==> src/hw/rtl/assert_macros.svh <==
// Assertion macros for RTL files that check their own logic.
`ifndef ASSERT_MACROS_SVH
`define ASSERT_MACROS_SVH

// Same-cycle implication, sampled on clk, off while arst_n is low.
`define MCC_ASSERT_NOW(label, ante, cons, msg) \
	label: assert property (@(posedge clk) disable iff (!arst_n) (ante) |-> (cons)) \
		else $error(msg);

// Next-cycle implication, sampled on clk, off while arst_n is low.
`define MCC_ASSERT_NEXT(label, ante, cons, msg) \
	label: assert property (@(posedge clk) disable iff (!arst_n) (ante) |=> (cons)) \
		else $error(msg);

`endif

==> src/hw/rtl/mcc_pkg.sv <==
// Package of shared constants and types for the minimum coin change block.
`default_nettype none

package mcc_pkg;

	localparam int MAX_AMOUNT_DEF = 1023;
	localparam int NUM_COINS_DEF  = 4;
	localparam int NUM_COIN_REGS  = 4;

	localparam int AMT_W   = 10;
	localparam int COIN_W  = 10;
	localparam int CNT_W   = 11;
	localparam int IDX_W   = 8;
	localparam int KW      = $clog2(NUM_COIN_REGS);
	localparam int ENTRY_W = CNT_W + COIN_W;

	localparam logic [CNT_W-1:0] NO_WAY = 11'h7FF;

	localparam logic [IDX_W-1:0] REG_COIN_A = 8'd0;
	localparam logic [IDX_W-1:0] REG_COIN_B = 8'd1;
	localparam logic [IDX_W-1:0] REG_COIN_C = 8'd2;
	localparam logic [IDX_W-1:0] REG_COIN_D = 8'd3;

	localparam logic [COIN_W-1:0] COIN_A_RST = 10'd1;
	localparam logic [COIN_W-1:0] COIN_B_RST = 10'd3;
	localparam logic [COIN_W-1:0] COIN_C_RST = 10'd4;
	localparam logic [COIN_W-1:0] COIN_D_RST = 10'd0;

	// One issue per coin slot from the sequencer; the table is read only for a usable coin.
	typedef struct packed {
		logic vld;
		logic usable;
		logic first;
		logic last;
	} issue_t;

endpackage

`default_nettype wire

==> src/hw/rtl/mcc_seq.sv <==
// Sequencer: walks sums and coin slots, issues table reads, controls the result load.
`default_nettype none

module mcc_seq #(
	parameter int MAX_AMOUNT = mcc_pkg::MAX_AMOUNT_DEF,
	parameter int NUM_COINS  = mcc_pkg::NUM_COINS_DEF
) (
	input  wire logic                                 clk,
	input  wire logic                                 arst_n,
	input  wire logic                                 req_valid,
	input  wire logic [mcc_pkg::AMT_W-1:0]            req_amount,
	output      logic                                 req_ready,
	input  wire logic [mcc_pkg::COIN_W-1:0]           coins [mcc_pkg::NUM_COIN_REGS],
	input  wire logic                                 rsp_free,
	output      logic                                 rsp_load,
	output      logic                                 rsp_over,
	output      mcc_pkg::issue_t                      iss,
	output      logic [$clog2(MAX_AMOUNT+1)-1:0]      iss_sum,
	output      logic [mcc_pkg::COIN_W-1:0]           iss_coin,
	output      logic                                 init_we,
	output      logic                                 rd_en,
	output      logic [$clog2(MAX_AMOUNT+1)-1:0]      rd_addr
);

	localparam int AW     = $clog2(MAX_AMOUNT + 1);
	localparam int SW     = (AW > mcc_pkg::COIN_W) ? AW : mcc_pkg::COIN_W;
	localparam int ACTIVE = (NUM_COINS < mcc_pkg::NUM_COIN_REGS) ? NUM_COINS
		: mcc_pkg::NUM_COIN_REGS;
	localparam logic [mcc_pkg::KW-1:0] LAST_K = mcc_pkg::KW'(ACTIVE - 1);

	localparam logic [2:0] S_IDLE  = 3'd0;
	localparam logic [2:0] S_INIT  = 3'd1;
	localparam logic [2:0] S_FILL  = 3'd2;
	localparam logic [2:0] S_DRAIN = 3'd3;
	localparam logic [2:0] S_READ  = 3'd4;
	localparam logic [2:0] S_RESP  = 3'd5;

	logic [2:0]            st_q;
	logic [AW-1:0]         amt_q;
	logic                  over_q;
	logic [AW-1:0]         sum_q;
	logic [mcc_pkg::KW-1:0] k_q;

	logic [mcc_pkg::COIN_W-1:0] coin;
	logic                       usable;
	logic [SW-1:0]              diff;
	logic                       over_in;

	assign coin    = coins[k_q];
	assign usable  = (coin != '0) && (SW'(coin) <= SW'(sum_q));
	assign diff    = SW'(sum_q) - SW'(coin);
	assign over_in = int'(req_amount) > MAX_AMOUNT;

	always_comb begin
		req_ready  = 1'b0;
		rsp_load   = 1'b0;
		init_we    = 1'b0;
		rd_en      = 1'b0;
		rd_addr    = diff[AW-1:0];
		iss        = '0;
		unique case (st_q)
			S_IDLE:  req_ready = 1'b1;
			S_INIT:  init_we = 1'b1;
			S_FILL: begin
				iss.vld    = 1'b1;
				iss.usable = usable;
				iss.first  = (k_q == '0);
				iss.last   = (k_q == LAST_K);
				rd_en      = usable;
			end
			S_DRAIN: ;
			S_READ: begin
				rd_en   = 1'b1;
				rd_addr = amt_q;
			end
			S_RESP:  rsp_load = rsp_free;
			default: ;
		endcase
	end

	assign rsp_over = over_q;
	assign iss_sum  = sum_q;
	assign iss_coin = coin;

	always_ff @(posedge clk or negedge arst_n) begin
		if (!arst_n) begin
			st_q   <= S_IDLE;
			amt_q  <= '0;
			over_q <= 1'b0;
			sum_q  <= '0;
			k_q    <= '0;
		end else begin
			unique case (st_q)
				S_IDLE: begin
					if (req_valid) begin
						amt_q  <= AW'(req_amount);
						over_q <= over_in;
						st_q   <= over_in ? S_RESP : S_INIT;
					end
				end
				S_INIT: begin
					sum_q <= AW'(1);
					k_q   <= '0;
					st_q  <= (amt_q == '0) ? S_READ : S_FILL;
				end
				S_FILL: begin
					if (k_q == LAST_K) begin
						k_q <= '0;
						if (sum_q == amt_q) begin
							st_q <= S_DRAIN;
						end else begin
							sum_q <= sum_q + AW'(1);
						end
					end else begin
						k_q <= k_q + mcc_pkg::KW'(1);
					end
				end
				S_DRAIN: st_q <= S_READ;
				S_READ:  st_q <= S_RESP;
				S_RESP: begin
					if (rsp_free) begin
						st_q <= S_IDLE;
					end
				end
				default: st_q <= S_IDLE;
			endcase
		end
	end

endmodule

`default_nettype wire

==> config.mk <==
export PLATFORM = sky130hd
export DESIGN_NAME = mcc_seq
export DESIGN_NICKNAME = d
export VERILOG_FILES = /design/src/hw/rtl/assert_macros.svh /design/src/hw/rtl/mcc_pkg.sv /design/src/hw/rtl/mcc_seq.sv
export SDC_FILE = /design/constraint.sdc
export NUM_CORES = 1
export LEC_CHECK = 0
export ABC_AREA = 0
export BUFFER_PORTS_ARGS = -buffer_cell sky130_fd_sc_hd__buf_2
export CORE_MARGIN = 1
export CORE_UTILIZATION = 37
export CTS_CLUSTER_DIAMETER = 200
export CTS_CLUSTER_SIZE = 8
export DETAILED_ROUTE_END_ITERATION = 6
export PLACE_DENSITY_LB_ADDON = 0.05
export SLEW_MARGIN = 10
export SYNTH_ARGS = -nofsm -noshare
export SYNTH_HDL_FRONTEND = slang
export SYNTH_SLANG_ARGS = --single-unit
==> constraint.sdc <==
create_clock -name clk -period 2.9 [get_ports clk]
set_input_delay 0 -clock clk [delete_from_list [all_inputs] [get_ports clk]]
set_output_delay 0 -clock clk [all_outputs]
set_load 0.1 [all_outputs]
* Yosys cells after proc, flatten, opt, wreduce, memory -nomap -nowiden
Index checks and enable logic that the tools add are counted.
Cells by class: $lt $le $gt $ge 2, bitwise gates (word level) 1, $add $sub $neg 3, reduce and logical (&&, ||, !) cells 9, equal/unequal tests 12, multiplexer cells 20
Operator list (number):
- 10-bit two-way mux | 5
- 10-bit binary-select mux with 2-bit select | 1
- 10-bit one-hot mux with 2 select lines | 1
- 3-bit one-hot mux with 6 select lines | 1
- 3-bit two-way mux | 5
- 10-bit by 1-bit adder with 10-bit output (second input constant) | 1
- 10-bit == test | 1
- 10-bit less-or-equal comparator | 1
- 10-bit zero test | 1
- 2-bit inequality test (second input constant) | 5
- 10-bit nonzero test | 1
- 10-bit subtractor | 1
- 3-bit by 2-bit == test with 1-bit output (second input constant) | 2
- 3-bit == test (second input constant) | 2
- 4-bit two-way mux | 1
- 2-bit one-hot mux with 2 select lines | 1
- 4-bit AND reduction | 1
- 3-bit by 1-bit == test with 1-bit output (second input constant) | 1
- 3-bit >= comparator (second input constant) | 1
- 3-bit zero test | 1
- 1-bit two-way mux | 3
- 2-bit inverter with 3-bit output | 1
- 3-bit AND reduction | 1
- 2-bit by 1-bit adder with 2-bit output (second input constant) | 1
- 7 further kinds | 7
Word-level totals: register bits 25, input bits 54

* Logic depth before layout (Yosys ltp)
Gate-level depths: netlist of run 1.
depth in word-level cells 7, depth in mapped cells 9, mapped depth without buffers 8

* Least setup slack after synthesis of run 1
No wires, ideal clock.
path kind register to output, from reg k_q[0] (netlist bit), to out rd_addr[8], path slack -1954 ps, required time 2900 ps, stages on the path, launching flop included 8, data arrival time 4854 ps, path buffers 0, cell sequence dfrtp_1 > mux4_1 > fa_1 > nor2b_1 > o21ai_1 > a21oi_1 > nor3_1 > o31ai_1
On the way: longest elaborated chain between the ends 6
Ends and longest elaborated chain:
- start: declaration | RTL line mcc_seq.sv:42 | logic [mcc_pkg::KW-1:0] k_q;
- start signal: assignment | RTL line mcc_seq.sv:115 | k_q <= k_q + mcc_pkg::KW'(1);
- 2-bit inverter with 3-bit output (not written as such) | RTL line mcc_seq.sv:49 | assign coin = coins[k_q];
- 10-bit binary-select mux with 2-bit select | RTL line mcc_seq.sv:49
- 10-bit two-way mux (not written as such) (2 in a row) | RTL line mcc_seq.sv:49
- named net iss_coin, one bit | RTL line mcc_seq.sv:19 | output logic [mcc_pkg::COIN_W-1:0] iss_coin,
- 10-bit subtractor | RTL line mcc_seq.sv:51 | assign diff = SW'(sum_q) - SW'(coin);
- 10-bit two-way mux | RTL line mcc_seq.sv:61 | unique case (st_q)
- end: declaration | RTL line mcc_seq.sv:22 | output logic [$clog2(MAX_AMOUNT+1)-1:0] rd_addr
The timed path passes the listed nets, and every way through them passes these cells. The select of a mux whose other input is x is not followed.

* Worst setup path in the final report of run 1
from reg k_q[0] (netlist bit), to out rd_en
On the way: longest elaborated chain between the ends 7, elaborated cells between the ends (all ways) 8
Ends and longest elaborated chain:
- 2-bit inverter with 3-bit output (not written as such) * | RTL line mcc_seq.sv:49
- 10-bit binary-select mux with 2-bit select * | RTL line mcc_seq.sv:49
- 10-bit two-way mux (not written as such) * (2 in a row) | RTL line mcc_seq.sv:49
- 10-bit less-or-equal comparator or 10-bit nonzero test (tied branches) | RTL line mcc_seq.sv:50 | assign usable = (coin != '0) && (SW'(coin) <= SW'(sum_q));
- 1-bit logical AND * | RTL line mcc_seq.sv:50
- 1-bit one-hot mux with 2 select lines * | RTL line mcc_seq.sv:61
- end: declaration | RTL line mcc_seq.sv:21 | output logic rd_en,
Every way passes the cells marked *; elsewhere a longest branch is shown, timed or not. The select of a mux whose other input is x is not followed.

==> flow_metrics.env, run 1 <==
export IMPL_status="finished, final reports clean"
export IMPL_dp_hpwl_mm=5.061
export IMPL_max_stage_delay_ns=0.58
export IMPL_ys_seq_elements=25
export IMPL_synth_area_top_cells="dfrtp_1 (28%), ha_1 (7.2%), mux4_1 (5.9%), mux2_1 (5.5%), xnor2_1 (5.5%)"
export IMPL_synth_edff_count=0
export IMPL_maxCapViolations=0
export IMPL_fmax_mhz=345.5
export IMPL_ant_nets=0
export IMPL_grt_max_degree=26
export IMPL_drt_iter0_drc=76
export IMPL_path_cells="mux4_2, ha_4, fa_2, nor2b_4, o31ai_2, a311oi_2, o21a_4, nand2b_4, buf_12"
export IMPL_start_kind="flop"
export IMPL_numPortBuffers=91
export IMPL_cts_buffers=3
export IMPL_std_cell_rows=28
export IMPL_cts_max_level=1
export IMPL_synthToLayoutAreaGrowth_pct=54.40
export IMPL_tightest_slew_ns=0.7668
export IMPL_n_fill_cell=550
export IMPL_num_vias=2326
export IMPL_core_area_mm2=0.005886
export IMPL_worstSkewPairLatency_ns=0.28
export IMPL_cp_end_kind="primary output"
export IMPL_hold_viol=0
export IMPL_firstDrtPassIters=5
export IMPL_fin_worst_skew_ns=0.01420
export IMPL_multi_input_area_mm2=0.001767
export IMPL_routed_wl_mm=7.020
export IMPL_final_nets=430
export IMPL_antenna_found_initial=0
export IMPL_drive_above_1_share=0.4709
export IMPL_synth_flop_cell="dfrtp_1"
export IMPL_start_util=0.3814
export IMPL_max_slew_margin_rel=0.4888
export IMPL_hp_class="input port to flop"
export IMPL_grt_pass1_wl_mm=10.65
export IMPL_critPathMaxFanout=6
export IMPL_regArea_um2=626.9
export IMPL_clk_path_buf_depth=2
export IMPL_syn_cell_area_mm2=0.002245
export IMPL_cts_root_buf="clkbuf_8"
export IMPL_io_pins=93
export IMPL_synthArstFlopShare=1.000
export IMPL_overflow=0
export IMPL_synth_top_cell_area_share=0.2787
export IMPL_die_x_um=79.89
export IMPL_ys_warn_count=0
export IMPL_cts_tree="yes"
export IMPL_path_buf_inv=1
export IMPL_clock_sinks=25
export IMPL_drc=0
export IMPL_slowest_stage="mux4_2"
export IMPL_fin_crit_sh=0.9980
export IMPL_setup_viol=0
export IMPL_routedWlPerCell_um=16.10
export IMPL_gp_congestion=0.8507
export IMPL_dieHeight_um=79.89
export IMPL_n_antenna_cell=0
export IMPL_grt_total_usage=0.2181
export IMPL_syn_nets=310
export IMPL_cp_arrival_ns=2.89
export IMPL_dieArea_mm2=0.006382
export IMPL_synthCells=242
export IMPL_rsz0062_at_grt="true"
export IMPL_critPathKind="flop to primary output"
export IMPL_synth_top_cell_by_area="dfrtp_1"
export IMPL_avgViaCountPerCell=5.335
export IMPL_path_clk_slew_ns=0.10
export IMPL_cpLargestDelayFamily="adder cells"
export IMPL_synth_seq_area_share=0.2787
export IMPL_required_ns=2.90
export IMPL_grt_pass1_vias=2175
export IMPL_syn_avg_cell_area_um2=9.275
export IMPL_finalMaxSlewViolations=0
export IMPL_min_period_ns=2.894
export IMPL_ys_types=47
export IMPL_finalSetupTns_ns=0
layer usage:
layer | vias up | GRT usage | wire length [um] | part of all wire
met5 | - | 0 | 0 | 0
met4 | 0 | 0.05000 | 91 | 0.013
met3 | 8 | 0.03429 | 201 | 0.029
met2 | 49 | 0.3778 | 3658 | 0.52
met1 | 1144 | 0.2837 | 3070 | 0.44
li1 | 1125 | - | - | -
cell usage in the layout (no fill, tap or decap), types with 3 or more instances in the layout:
cell           synthesis  final
a21o_1                 4      4
a21oi_1               17      7
a21oi_2                0      5
a21oi_4                0      5
a31o_1                 6      6
and2_1                 5      5
and3_1                 4      3
buf_12                 0      9
buf_2                  4     82
buf_4                  1     18
clkbuf_8               0      3
dfrtp_1               25     24
dlygate4sd3_1          0     11
ha_1                  13      5
ha_4                   0      7
inv_1                 15     10
inv_2                  3      8
mux2_1                11     11
mux4_2                 5     10
nand2_1               20     20
nand2b_1               7      7
nand3_1                9      9
nor2_1                13     13
nor3_1                 5      4
nor4_1                 3      3
o21ai_0                4      4
o21ai_1                6      3
o31ai_1                7      5
or3_1                  5      5
xnor2_1               14     13
worst paths after layout:
kind / cells past startpoint / startpoint / slack [ns] / end
worst max-delay path: 9 / k_q[0] / 0.006 / rd_en
worst min-delay path: 4 / rsp_free / 0.02 / st_q[2]
worst max register to register: 6 / iss_sum[6] / 0.80 / iss_sum[1]
worst min register to register: 1 / amt_q[2] / 0.57 / amt_q[2]
max in group asynchronous: 2 / arst_n / 2.24 / k_q[0]
min in group asynchronous: 2 / arst_n / 0.25 / st_q[0]
final cells by class:
class | instances | area share
Inverter | 18 | 0.01949
Multi-Input combinational cell | 191 | 0.5097
Sequential cell | 25 | 0.1809
Clock buffer | 3 | 0.01191
Clock inverter | 1 | 0.002166
Tap cell | 75 | 0.02708
Timing Repair Buffer | 123 | 0.2487
tightest hold or removal path, delay by kind of cell:
| kind | cells | cell delay [ns] |
|---|---|---|
| and+or+nand+nor | 1 | 0.07 |
| buffers and inverters | 2 | 0.13 |
| AOI/OAI and AO/OA | 1 | 0.06 |
timing repair:
action,in CTS,in global routing
resized for setup,22,22
hold buffers,11,0
pin swaps,7,11
endpoints found under the setup margin,6,6
endpoints found under the hold margin,35,0
setup buffers,6,9
metrics by stage:
step	area [um2]	util	hold slack (ns)	cells	setup slack, ns
finish	3466	0.5889	0.01806	436	0.005840
global route	3466	0.5889	0.04895	436	-0.1285
CTS	3293	0.5595	0.02170	427	0.001357
detailed placement	2999	0.5096	0.02166	406	0.09274
global placement	2999	0.5096	0.02572	406	0.1004
floorplan	2346	-	-0.2956	242	-0.4491
logic make-up after synthesis:
logic type	Yosys count	synth area share
adders and majority gates	14	0.08138
other	1	0.001671
and+or+nand+nor	83	0.1968
buffers and inverters	26	0.05072
AOI/OAI and AO/OA	55	0.1594
muxes	23	0.1728
DFF	25	0.2787
xor gates and xnor gates	15	0.05853
registers in the layout, indices dropped and copies added, names as in the netlist:
register and flops:
amt_q 10, iss_sum 10, st_q 3, k_q 2
synthesized netlist by cell type (2+ instances only):
master,instances
nand2b_1,7
and3_1,4
a21o_1,4
xnor2_1,14
o21a_1,2
and2_1,5
or3_1,5
inv_2,3
o31ai_1,7
o21ai_1,6
or4_1,2
o21ai_0,4
nand3b_1,2
nand3_1,9
a211oi_1,3
nor2b_1,2
nand4_1,2
nor2_1,13
a21oi_1,17
mux2i_1,2
nand2_1,20
mux4_1,5
buf_2,4
a31o_1,6
mux4_2,5
clkbuf_1,2
nor3_1,5
mux2_1,11
nor4_1,3
ha_1,13
inv_1,15
dfrtp_1,25
Power of run 1 is not shown: default switching activity piles up to over one toggle a cycle in this logic, so the estimate is an artifact.
==> inputs of run 2 (changes only) <==
--- a/config.mk
+++ b/config.mk
@@ -13,6 +13,7 @@
 export CTS_CLUSTER_SIZE = 8
 export DETAILED_ROUTE_END_ITERATION = 6
 export PLACE_DENSITY_LB_ADDON = 0.05
+export SETUP_SLACK_MARGIN = 0.2
 export SLEW_MARGIN = 10
 export SYNTH_ARGS = -nofsm -noshare
 export SYNTH_HDL_FRONTEND = slang
==> flow_metrics.env, run 2 (same netlist as run 1, synthesis figures left out) <==
export IMPL_status="finished, final reports clean"
export IMPL_maxCapViolations=0
export IMPL_dieArea_mm2=0.006382
export IMPL_io_pins=93
export IMPL_fin_area_mm2=0.003481
export IMPL_final_instance_count_excl_fill=438
export IMPL_grt_max_degree=26
export IMPL_cts_tree="yes"
export IMPL_whs_ns=0.05294
export IMPL_place_inst=408
export IMPL_cp_arrival_ns=2.88
export IMPL_required_ns=2.90
export IMPL_min_period_ns=2.883
export IMPL_avgViaCountPerCell=5.237
export IMPL_placed_area_mm2=0.003014
export IMPL_drive_above_1_share=0.4793
export IMPL_grt_pass1_wl_mm=11.31
export IMPL_layout_commonest_cell="buf_2"
export IMPL_start_kind="flop"
export IMPL_hp_class="input port to flop"
export IMPL_tightest_slew_ns=0.7732
export IMPL_critPathMaxFanout=6
export IMPL_cts_buffers=3
export IMPL_finalMaxSlewViolations=0
export IMPL_ant_nets=0
export IMPL_gp_congestion=0.8474
export IMPL_critPathKind="flop to primary output"
export IMPL_antenna_found_initial=0
export IMPL_fmax_mhz=346.9
export IMPL_drt_iter0_drc=67
export IMPL_max_slew_margin_rel=0.4845
export IMPL_layout_common_cells="buf_2 (81), dfrtp_1 (24), buf_4 (21)"
export IMPL_worstSkewPairLatency_ns=0.27
export IMPL_grt_total_usage=0.2337
export IMPL_overflow=0
export IMPL_die_x_um=79.89
export IMPL_fin_util=0.5914
export IMPL_setup_viol=0
export IMPL_grt_pass1_vias=2326
export IMPL_routed_wl_mm=6.875
export IMPL_routedWlPerCell_um=15.70
export IMPL_start_util=0.3814
export IMPL_drc=0
export IMPL_synthToLayoutAreaGrowth_pct=55.07
export IMPL_cp_end_kind="primary output"
export IMPL_n_antenna_cell=0
export IMPL_path_clk_slew_ns=0.09
export IMPL_num_vias=2294
export IMPL_core_area_mm2=0.005886
export IMPL_numPortBuffers=91
export IMPL_std_cell_rows=28
export IMPL_dieHeight_um=79.89
export IMPL_fin_worst_skew_ns=0.001234
export IMPL_cts_max_level=1
export IMPL_clk_path_buf_depth=2
export IMPL_final_nets=432
export IMPL_hold_viol=0
export IMPL_cts_root_buf="clkbuf_8"
export IMPL_firstDrtPassIters=5
export IMPL_dp_hpwl_mm=5.181
export IMPL_n_fill_cell=549
export IMPL_fin_crit_sh=0.9941
export IMPL_clock_sinks=25
export IMPL_rsz0062_at_grt="true"
[run 2: cell type report]
cell class | count | area (um2) | share of cell area
Clock buffer | 3 | 41.29 | 0.01186
Multi-Input combinational cell | 191 | 1757 | 0.5047
Timing Repair Buffer | 125 | 887.1 | 0.2549
Tap cell | 75 | 93.84 | 0.02696
Clock inverter | 1 | 7.507 | 0.002157
Sequential cell | 25 | 626.9 | 0.1801
Inverter | 18 | 67.56 | 0.01941
[run 2: worst paths after layout]
| kind | cells past startpoint | slack (ns) | endpoint | start |
|---|---|---|---|---|
| worst max-delay path | 11 | 0.02 | rd_en | k_q[0] |
| worst min-delay path | 4 | 0.05 | st_q[2] | rsp_free |
| worst max register to register | 8 | 0.87 | iss_sum[5] | st_q[2] |
| worst min register to register | 1 | 0.58 | amt_q[2] | amt_q[2] |
| max in group asynchronous | 2 | 2.24 | k_q[0] | arst_n |
| min in group asynchronous | 2 | 0.25 | amt_q[5] | arst_n |
[run 2: repair_timing]
item,4_1_cts,5_1_grt
pin swaps,15,3
hold buffers,11,0
setup endpoints to repair,8,9
hold endpoints to repair,35,0
setup buffers,15,0
resized for setup,34,11
[run 2: routing by layer]
| metal | track usage | wire (um) | up-vias |
|---|---|---|---|
| met5 | 0 | 0 | - |
| met4 | 0.05179 | 99 | 0 |
| met3 | 0.02743 | 214 | 10 |
| met2 | 0.4291 | 3640 | 41 |
| met1 | 0.2902 | 2919 | 1112 |
| li1 | - | - | 1131 |
[run 2: per-stage QoR]
step                setup WS, ns  setup TNS [ns]
detailed placement       0.05323               0
global placement          0.1203               0
finish                   0.01701               0
floorplan                -0.4491          -1.886
global route            -0.08369         -0.3344
CTS                      0.03262               0
[run 2: worst max-delay path: stages (launching register included)]
cell and delay [ns]:
dfrtp_2 0.46, buf_6 0.16, mux4_2 0.53, inv_2 0.08
ha_4 0.22, a21o_1 0.20, a21oi_2 0.16, buf_4 0.14
a311oi_2 0.11, o21a_4 0.22, nand2b_4 0.14, buf_12 0.19
Power of run 2 is left out for the same reason.
==> inputs of run 3 (changes only) <==
--- a/config.mk
+++ b/config.mk
@@ -13,6 +13,7 @@
 export CTS_CLUSTER_SIZE = 8
 export DETAILED_ROUTE_END_ITERATION = 6
 export PLACE_DENSITY_LB_ADDON = 0.05
+export RECOVER_POWER = 100
 export SETUP_SLACK_MARGIN = 0.2
 export SLEW_MARGIN = 10
 export SYNTH_ARGS = -nofsm -noshare
==> constraint.sdc (replaced) <==
create_clock -name clk -period 2.6 [get_ports clk]
set_input_delay 0 -clock clk [delete_from_list [all_inputs] [get_ports clk]]
set_output_delay 0 -clock clk [all_outputs]
set_load 0.1 [all_outputs]
==> flow_metrics.env, run 3 (same netlist as run 1, synthesis figures left out) <==
export IMPL_status="finished with violations"
export IMPL_violations="negative setup slack"
export IMPL_core_area_mm2=0.005886
export IMPL_cts_buffers=3
export IMPL_num_vias=2378
export IMPL_tightest_slew_ns=1.367
export IMPL_grt_total_usage=0.2294
export IMPL_fin_worst_skew_ns=0.009332
export IMPL_firstDrtPassIters=4
export IMPL_cts_max_level=1
export IMPL_avgViaCountPerCell=5.308
export IMPL_routedWlPerCell_um=15.63
export IMPL_min_from="rsp_free"
export IMPL_place_inst=428
export IMPL_ant_nets=0
export IMPL_cts_root_buf="clkbuf_8"
export IMPL_std_cell_rows=28
export IMPL_finalMaxSlewViolations=0
export IMPL_final_nets=442
export IMPL_crit_cells=10
export IMPL_dp_hpwl_mm=5.405
export IMPL_grt_pass1_wl_mm=11.31
export IMPL_critPathMaxFanout=6
export IMPL_reg2reg_slack_ns=0.35
export IMPL_die_x_um=79.89
export IMPL_worstSkewPairLatency_ns=0.28
export IMPL_critPathLaunch="k_q[0]"
export IMPL_overflow=0
export IMPL_hold_viol=0
export IMPL_start_kind="flop"
export IMPL_slowest_stage="mux4_2"
export IMPL_gp_congestion=0.8136
export IMPL_cpMostUsedCell="a21oi_2"
export IMPL_grt_pass1_vias=2286
export IMPL_clk_path_buf_depth=2
export IMPL_hp_class="input port to flop"
export IMPL_max_slew_margin_rel=0.08895
export IMPL_fmax_mhz=350.3
export IMPL_cp_arrival_ns=2.86
export IMPL_drive_above_1_share=0.4316
export IMPL_r2r_start="k_q[0]"
export IMPL_cpLargestDelayFamily="compound AO/OA/AOI/OAI gates"
export IMPL_setup_viol=8
export IMPL_antenna_found_initial=0
export IMPL_routed_wl_mm=7.003
export IMPL_drc=0
export IMPL_clock_sinks=25
export IMPL_crit_path_end="rd_addr[8]"
export IMPL_dieHeight_um=79.89
export IMPL_fin_crit_sh=1.098
export IMPL_drt_iter0_drc=92
export IMPL_cts_tree="yes"
export IMPL_rr_worst_depth=8
export IMPL_dieArea_mm2=0.006382
export IMPL_rsz0062_at_grt="true"
export IMPL_n_antenna_cell=0
export IMPL_layout_commonest_cell="buf_2"
export IMPL_path_buf_inv=3
export IMPL_synthToLayoutAreaGrowth_pct=58.14
export IMPL_path_cells="buf_4, mux4_2, inv_2, ha_4, a21o_1, a21oi_2, a21oi_2, o21a_1, o31ai_4, buf_12"
export IMPL_critPathKind="flop to primary output"
export IMPL_layout_common_cells="buf_2 (52), clkbuf_1 (28), buf_4 (27)"
export IMPL_required_ns=2.60
export IMPL_io_pins=93
export IMPL_grt_max_degree=26
export IMPL_numPortBuffers=91
export IMPL_path_clk_slew_ns=0.10
export IMPL_max_stage_delay_ns=0.53
export IMPL_maxCapViolations=0
export IMPL_setup_ws_ns=-0.2550
export IMPL_final_instance_count_excl_fill=448
export IMPL_start_util=0.3814
export IMPL_r2r_end="iss_sum[5]"
export IMPL_min_period_ns=2.855
export IMPL_cp_end_kind="primary output"
-- run 3: repair_timing --
item                                    CTS  global route
hold endpoints to repair                 35             0
hold buffers                             11             0
gates cloned                              0             0
setup buffers                             1             4
pin swaps                                 8            11
gates resized for setup                  28            13
endpoints found under the setup margin   10            12
-- run 3: worst reg2reg max path: cells and delay by family, from the launching register on --
family / cells / cell delay, ns
AOI/OAI and AO/OA: 1 / 0.13
buffers and inverters: 4 / 0.91
DFF: 1 / 0.48
adders and majority gates: 1 / 0.27
and+or+nand+nor: 2 / 0.35
-- run 3: stage by stage --
stage          instance area, um2  setup slack (ns)  TNS, ns  hold WS [ns]  utilization
5_1_grt                      3550           -0.3812   -2.346       0.06064       0.6031
3_5_place_dp                 3233          -0.06310  -0.1597       0.03104       0.5493
3_3_place_gp                 3233          -0.04125  -0.1081       0.02492       0.5493
6_report                     3550           -0.2550   -1.350       0.04356       0.6031
4_1_cts                      3536           -0.2650   -1.453       0.04069       0.6008
2_1_floorplan                2385           -0.7168   -4.555       -0.2956            -
-- run 3: layout make-up --
class	count	area [um2]
clock buffers	3	41.29
clock inverters	1	7.507
fillers	556	2336
inverters	18	68.82
multi-input cells	191	1784
flip-flops and latches	25	630.6
well taps	75	93.84
repair buffers	135	923.4
-- run 3: how the worst min path moves through the flow --
stage               end  slack [ns]  cells past startpoint
6_report        st_q[2]        0.04                      4
5_1_grt         st_q[2]        0.06                      4
4_1_cts         st_q[2]        0.04                      4
3_5_place_dp   amt_q[8]        0.03                      1
3_3_place_gp   amt_q[8]        0.02                      1
2_1_floorplan  amt_q[0]       -0.30                      0
-- run 3: layer usage --
| metal | vias up | track usage | wire, um |
|---|---|---|---|
| met3 | 6 | 0.02171 | 264 |
| met1 | 1168 | 0.3121 | 3098 |
| met2 | 56 | 0.4017 | 3583 |
| li1 | 1148 | - | - |
| met5 | - | 0 | 0 |
| met4 | 0 | 0.03214 | 56 |
Power of run 3 is left out for the same reason.
